**config.mk**
```make
export PLATFORM = sky130hd
export DESIGN_NAME = eaf_free_row
export DESIGN_NICKNAME = d
export VERILOG_FILES = /design/src/sv/eaf_pkg.sv /design/src/sv/eaf_free_cell.sv /design/src/sv/eaf_free_row.sv
export SDC_FILE = /design/constraint.sdc
export NUM_CORES = 2
export LEC_CHECK = 0
export BUFFER_PORTS_ARGS = -buffer_cell sky130_fd_sc_hd__buf_2
export CORE_ASPECT_RATIO = 0.5
export CORE_MARGIN = 10
export CORE_UTILIZATION = 25
export CTS_CLUSTER_DIAMETER = 200
export DETAILED_ROUTE_END_ITERATION = 10
export PLACE_DENSITY = 0.5
export SYNTH_ARGS = -nofsm -noshare
export SYNTH_HDL_FRONTEND = slang
export SYNTH_SLANG_ARGS = --single-unit
```
**constraint.sdc**
```tcl
create_clock -name clk -period 7.5 [get_ports clk]
set_input_delay 0.75 -clock clk [delete_from_list [all_inputs] [get_ports clk]]
set_output_delay 0.75 -clock clk [all_outputs]
set_load 0.005 [all_outputs]
```
**src/sv/eaf_pkg.sv**
```systemverilog
// ----------------------------------------------------------------------------
// eaf_pkg: shared types and constants of the extent allocator
// Status codes, free-table cell commands and sizing defaults.
// ----------------------------------------------------------------------------
`default_nettype none
package eaf_pkg;

  localparam int FREE_SLOTS_DEF = 16;
  localparam int USED_SLOTS_DEF = 32;
  localparam int ADDR_W         = 32;
  localparam int ALIGN_W        = 8;
  localparam int CFG_IDX_W      = 1;
  localparam logic [ALIGN_W-1:0] ALIGN_LIMIT = 8'd128;

  localparam logic [CFG_IDX_W-1:0] CFG_REGION_BASE   = 1'b0;
  localparam logic [CFG_IDX_W-1:0] CFG_REGION_LENGTH = 1'b1;

  localparam logic ACT_ALLOC = 1'b0;
  localparam logic ACT_FREE  = 1'b1;

  typedef enum logic [2:0] {
    ST_OK         = 3'd0,
    ST_BAD_ALIGN  = 3'd1,
    ST_BAD_MODE   = 3'd2,
    ST_NO_SPACE   = 3'd3,
    ST_NOT_ALLOC  = 3'd4,
    ST_TABLE_FULL = 3'd5
  } status_t;

  typedef enum logic [2:0] {
    OP_NOP       = 3'd0,
    OP_INIT      = 3'd1,
    OP_REMOVE    = 3'd2,
    OP_INSERT    = 3'd3,
    OP_SET_START = 3'd4,
    OP_SET_END   = 3'd5
  } cell_op_t;

  // Command broadcast along the row of free-extent cells.
  typedef struct packed {
    cell_op_t          op;
    logic [ADDR_W-1:0] s;
    logic [ADDR_W-1:0] e;
    logic              v;
  } cell_cmd_t;

endpackage
`default_nettype wire

```
**src/sv/eaf_free_cell.sv**
```systemverilog
// ----------------------------------------------------------------------------
// eaf_free_cell: one free-extent slot
// Holds one extent and shifts to or from its neighbours on command.
// ----------------------------------------------------------------------------
`default_nettype none
module eaf_free_cell import eaf_pkg::*; (
  input  wire logic              clk,
  input  wire logic              rst_n,
  input  wire cell_cmd_t         cmd,
  input  wire logic              sel,
  input  wire logic              ge_idx,
  input  wire logic              first,
  input  wire logic [ADDR_W-1:0] left_start,
  input  wire logic [ADDR_W-1:0] left_end,
  input  wire logic              left_valid,
  input  wire logic              left_c,
  input  wire logic [ADDR_W-1:0] right_start,
  input  wire logic [ADDR_W-1:0] right_end,
  input  wire logic              right_valid,
  output logic [ADDR_W-1:0]      ext_start,
  output logic [ADDR_W-1:0]      ext_end,
  output logic                   ext_valid,
  output logic                   c_out
);
  logic [ADDR_W-1:0] start_r, start_nxt, end_r, end_nxt;
  logic              valid_r, valid_nxt;

  // The table is packed and sorted, so this flag rises once along the row.
  assign c_out = !valid_r || (start_r >= cmd.s);

  always_comb begin
    start_nxt = start_r;
    end_nxt   = end_r;
    valid_nxt = valid_r;
    case (cmd.op)
      OP_INIT: begin
        if (first) begin
          start_nxt = cmd.s;
          end_nxt   = cmd.e;
          valid_nxt = cmd.v;
        end else begin
          valid_nxt = 1'b0;
        end
      end
      OP_REMOVE: begin
        if (ge_idx) begin
          start_nxt = right_start;
          end_nxt   = right_end;
          valid_nxt = right_valid;
        end
      end
      OP_INSERT: begin
        if (left_c) begin
          start_nxt = left_start;
          end_nxt   = left_end;
          valid_nxt = left_valid;
        end else if (c_out) begin
          start_nxt = cmd.s;
          end_nxt   = cmd.e;
          valid_nxt = 1'b1;
        end
      end
      OP_SET_START: if (sel) start_nxt = cmd.s;
      OP_SET_END:   if (sel) end_nxt = cmd.e;
      default: ;
    endcase
  end

  always_ff @(posedge clk) begin
    if (!rst_n) begin
      valid_r <= 1'b0;
    end else begin
      valid_r <= valid_nxt;
    end
    start_r <= start_nxt;
    end_r   <= end_nxt;
  end

  assign ext_start = start_r;
  assign ext_end   = end_r;
  assign ext_valid = valid_r;
endmodule
`default_nettype wire

```
**src/sv/eaf_free_row.sv**
```systemverilog
// ----------------------------------------------------------------------------
// eaf_free_row: sorted table of free extents
// A chain of cells; each cell sees its left and right neighbour.
// ----------------------------------------------------------------------------
`default_nettype none
module eaf_free_row import eaf_pkg::*; #(
  parameter int FREE_SLOTS = FREE_SLOTS_DEF
) (
  input  wire logic                          clk,
  input  wire logic                          rst_n,
  input  wire cell_cmd_t                     cmd,
  input  wire logic [$clog2(FREE_SLOTS)-1:0] idx,
  output logic [ADDR_W-1:0]                  fr_start [FREE_SLOTS],
  output logic [ADDR_W-1:0]                  fr_end   [FREE_SLOTS],
  output logic [FREE_SLOTS-1:0]              fr_valid
);
  localparam int FIDX_W = $clog2(FREE_SLOTS);

  logic [FREE_SLOTS-1:0] c;

  for (genvar j = 0; j < FREE_SLOTS; j++) begin : g_cell
    logic [ADDR_W-1:0] ls, le, rs, re;
    logic              lv, lc, rv;
    if (j == 0) begin : g_first
      assign ls = '0;
      assign le = '0;
      assign lv = 1'b0;
      assign lc = 1'b0;
    end else begin : g_mid
      assign ls = fr_start[j-1];
      assign le = fr_end[j-1];
      assign lv = fr_valid[j-1];
      assign lc = c[j-1];
    end
    if (j == FREE_SLOTS - 1) begin : g_last
      assign rs = '0;
      assign re = '0;
      assign rv = 1'b0;
    end else begin : g_inner
      assign rs = fr_start[j+1];
      assign re = fr_end[j+1];
      assign rv = fr_valid[j+1];
    end
    eaf_free_cell u_cell (
      .clk         (clk),
      .rst_n       (rst_n),
      .cmd         (cmd),
      .sel         (idx == FIDX_W'(j)),
      .ge_idx      (FIDX_W'(j) >= idx),
      .first       (j == 0),
      .left_start  (ls),
      .left_end    (le),
      .left_valid  (lv),
      .left_c      (lc),
      .right_start (rs),
      .right_end   (re),
      .right_valid (rv),
      .ext_start   (fr_start[j]),
      .ext_end     (fr_end[j]),
      .ext_valid   (fr_valid[j]),
      .c_out       (c[j])
    );
  end
endmodule
`default_nettype wire

```
==> flow_summary.json <==
{
  "yosysSeqAreaShare_pct": 51.0,
  "pre_cts_ws_ns": 1.30,
  "cp-end-kind": "register",
  "hold_buffers": 0,
  "fmax_mhz": 172,
  "yosysWarnings": 0,
  "htreeDepth": 3,
  "overflow": 0,
  "start_kind": "input port",
  "synth_commonest_cells": "edfxtp_1 (1,024), a221o_1 (582), ha_1 (512)",
  "cts_tree": "done",
  "finalSetupViolCount": 0,
  "dieHeight_um": 369,
  "yosys.cell_count.top_type": "edfxtp_1",
  "io_pins": 1114,
  "synthDistinctLibCells": 67,
  "grt_first_pass_wirelength_um": 485000,
  "ys.flop_type": "edfxtp_1",
  "required_ns": 7.89,
  "tightest_slew_ns": 1.34,
  "synth_edf_count": 1024,
  "synth_area_leaders": "edfxtp_1 (50%), ha_1 (11%), a221o_1 (9.6%)",
  "postCtsSetupBuffers": 0,
  "dr.pass1.iters": 9,
  "cts.sinks": 1040,
  "syn_area_um2": 60900,
  "synth_top_cell_area_share_pct": 50.5,
  "core-area_um2": 241000,
  "power_mw": 16.2,
  "cp_max_fo": 19,
  "syn_area_per_cell_um2": 12.0,
  "vias_per_cell": 6.09,
  "hold_viol": 0,
  "fin_area_um2": 73900,
  "clk_pin_slew_ns": 0.07,
  "cap_violations": 0,
  "vias": 56555,
  "gp_congestion": 0.950,
  "synth_top_area_cell": "edfxtp_1",
  "ir_worst_vdd_v": 0.000210,
  "rsz0062_at_grt": "no",
  "place_area_um2": 70300,
  "drt-total-wl_um": 364000,
  "powerDensity_nw_per_um2": 219,
  "cts_inserted_buffers": 112,
  "leakage_nw": 31.4,
  "cp.arrival_ns": 6.21,
  "drcViolationCount": 0,
  "async_flop_share_pct": 0,
  "die_width_um": 718,
  "die_area_um2": 265000,
  "nNetsFinal": 6552,
  "placedCellCount": 9077,
  "start_util_pct": 25.3,
  "hp-class": "in2reg",
  "relSlewSlack_pct": 10.7,
  "row_count": 127,
  "drive_above_1_share_pct": 25.0,
  "port_buffers": 1113,
  "clockBufferDepth": 3,
  "crit_type": "in2reg",
  "clock_skew_ns": 0.0707,
  "drt_iter0_markers": 8643,
  "ctsResizeCount": 0,
  "dp_hpwl_um": 263000,
  "r2r_start": "g_cell[7].u_cell.ext_start[29]",
  "startpoint": "cmd[62]",
  "clockRootBuffer": "clkbuf_16",
  "insertion_delay_ns": 0.77,
  "drv_slew": 0,
  "grt_antenna_before_repair": 31,
  "min_period_ns": 5.82,
  "min_from": "cmd[0]",
  "setup_tns_ns": 0,
  "synth_nets": 5664,
  "track_usage_pct": 25.8,
  "area_delta_synth_final_pct": 21.3,
  "ys_seq_elements": 1040,
  "worst_slack_ns": 1.68,
  "period_share_pct": 77.6,
  "synthCells": 5078,
  "final_cells": 9286,
  "status": "finished clean",
  "first_global_vias": 52406,
  "ant_nets": 0,
  "wl_per_cell_um": 39.2,
  "grt_max_degree": 200
}
-- cell usage in the layout, fill, tap and decap left out, types with 134 or more instances in the layout --
cell type | Yosys | final
nand2_1 | 140 | 134
and3_1 | 506 | 506
a21oi_1 | 264 | 256
ha_1 | 512 | 512
buf_2 | 61 | 1113
o21ai_0 | 199 | 199
a21o_1 | 342 | 340
a221o_1 | 582 | 582
inv_1 | 158 | 158
a22o_1 | 253 | 253
edfxtp_1 | 1024 | 1024
-- path summary, 6_finish.rpt --
path         slack [ns]                      endpoint  depth (start not counted)
max reg2reg        2.00  g_cell[8].u_cell.ext_end[11]                         10
min reg2reg        0.56    g_cell[0].u_cell.ext_valid                          2
max                1.68  g_cell[8].u_cell.ext_end[11]                         12
min                0.33    g_cell[0].u_cell.ext_valid                          3
-- layout make-up --
| class | count | area [um2] |
|---|---|---|
| fill | 24638 | 167000 |
| sequential | 1040 | 31100 |
| multi-input combinational | 3405 | 27800 |
| timing repair buffer | 1249 | 6720 |
| tap | 3225 | 4040 |
| clock buffer | 133 | 2920 |
| clock inverter | 73 | 681 |
| inverter | 158 | 593 |
| antenna | 3 | 7.51 |
-- where the power goes --
part	switching, mW	internal, mW
clock network	2.69	3.13
registers	0.578	6.88
logic	1.83	1.08
total	5.09	11.1
-- cell families after synthesis --
| logic type | after synthesis | share of synthesized area (%) |
|---|---|---|
| AO/OA/AOI/OAI | 1909 | 24.9 |
| AND/OR/NAND/NOR | 983 | 9.21 |
| adder cells (fa/ha/maj) | 512 | 10.5 |
| buffers and inverters | 633 | 4.37 |
| flip-flops | 1040 | 51.0 |
| multiplexers | 1 | 0.0164 |
-- metal layers --
metal,vias to the layer above,share of wire (%),GRT usage (%)
li1,22695,-,-
met1,29076,39,32.4
met2,3981,46,41.7
met3,787,9.0,5.12
met4,16,6.6,13.7
met5,-,0.026,0
-- sequential cells by signal, indices dropped and copies added (netlist names) --
register                 cells
g_cell.u_cell.ext_end      512
g_cell.u_cell.ext_start    512
g_cell.u_cell.ext_valid     16
-- metrics by stage --
stage | util, % | hold slack [ns]
4_1_cts | 30.6 | 0.270
6_report | 30.6 | 0.326
3_5_place_dp | 29.1 | 0.547
2_1_floorplan | - | 0.465
3_3_place_gp | 29.1 | 0.537
5_1_grt | 30.6 | 0.323
-- critical path, cell delays in order --
cell,delay (ns)
buf_2,0.28
inv_1,0.48
ha_1,0.50
nand4_1,0.31
nor4bb_2,1.06
nand4_1,0.37
a21oi_1,0.49
a211oi_2,0.32
inv_1,0.13
o22ai_1,0.23
nor2_4,0.75
buf_4,0.47
Note: power is estimated with default switching activity, not from simulation.
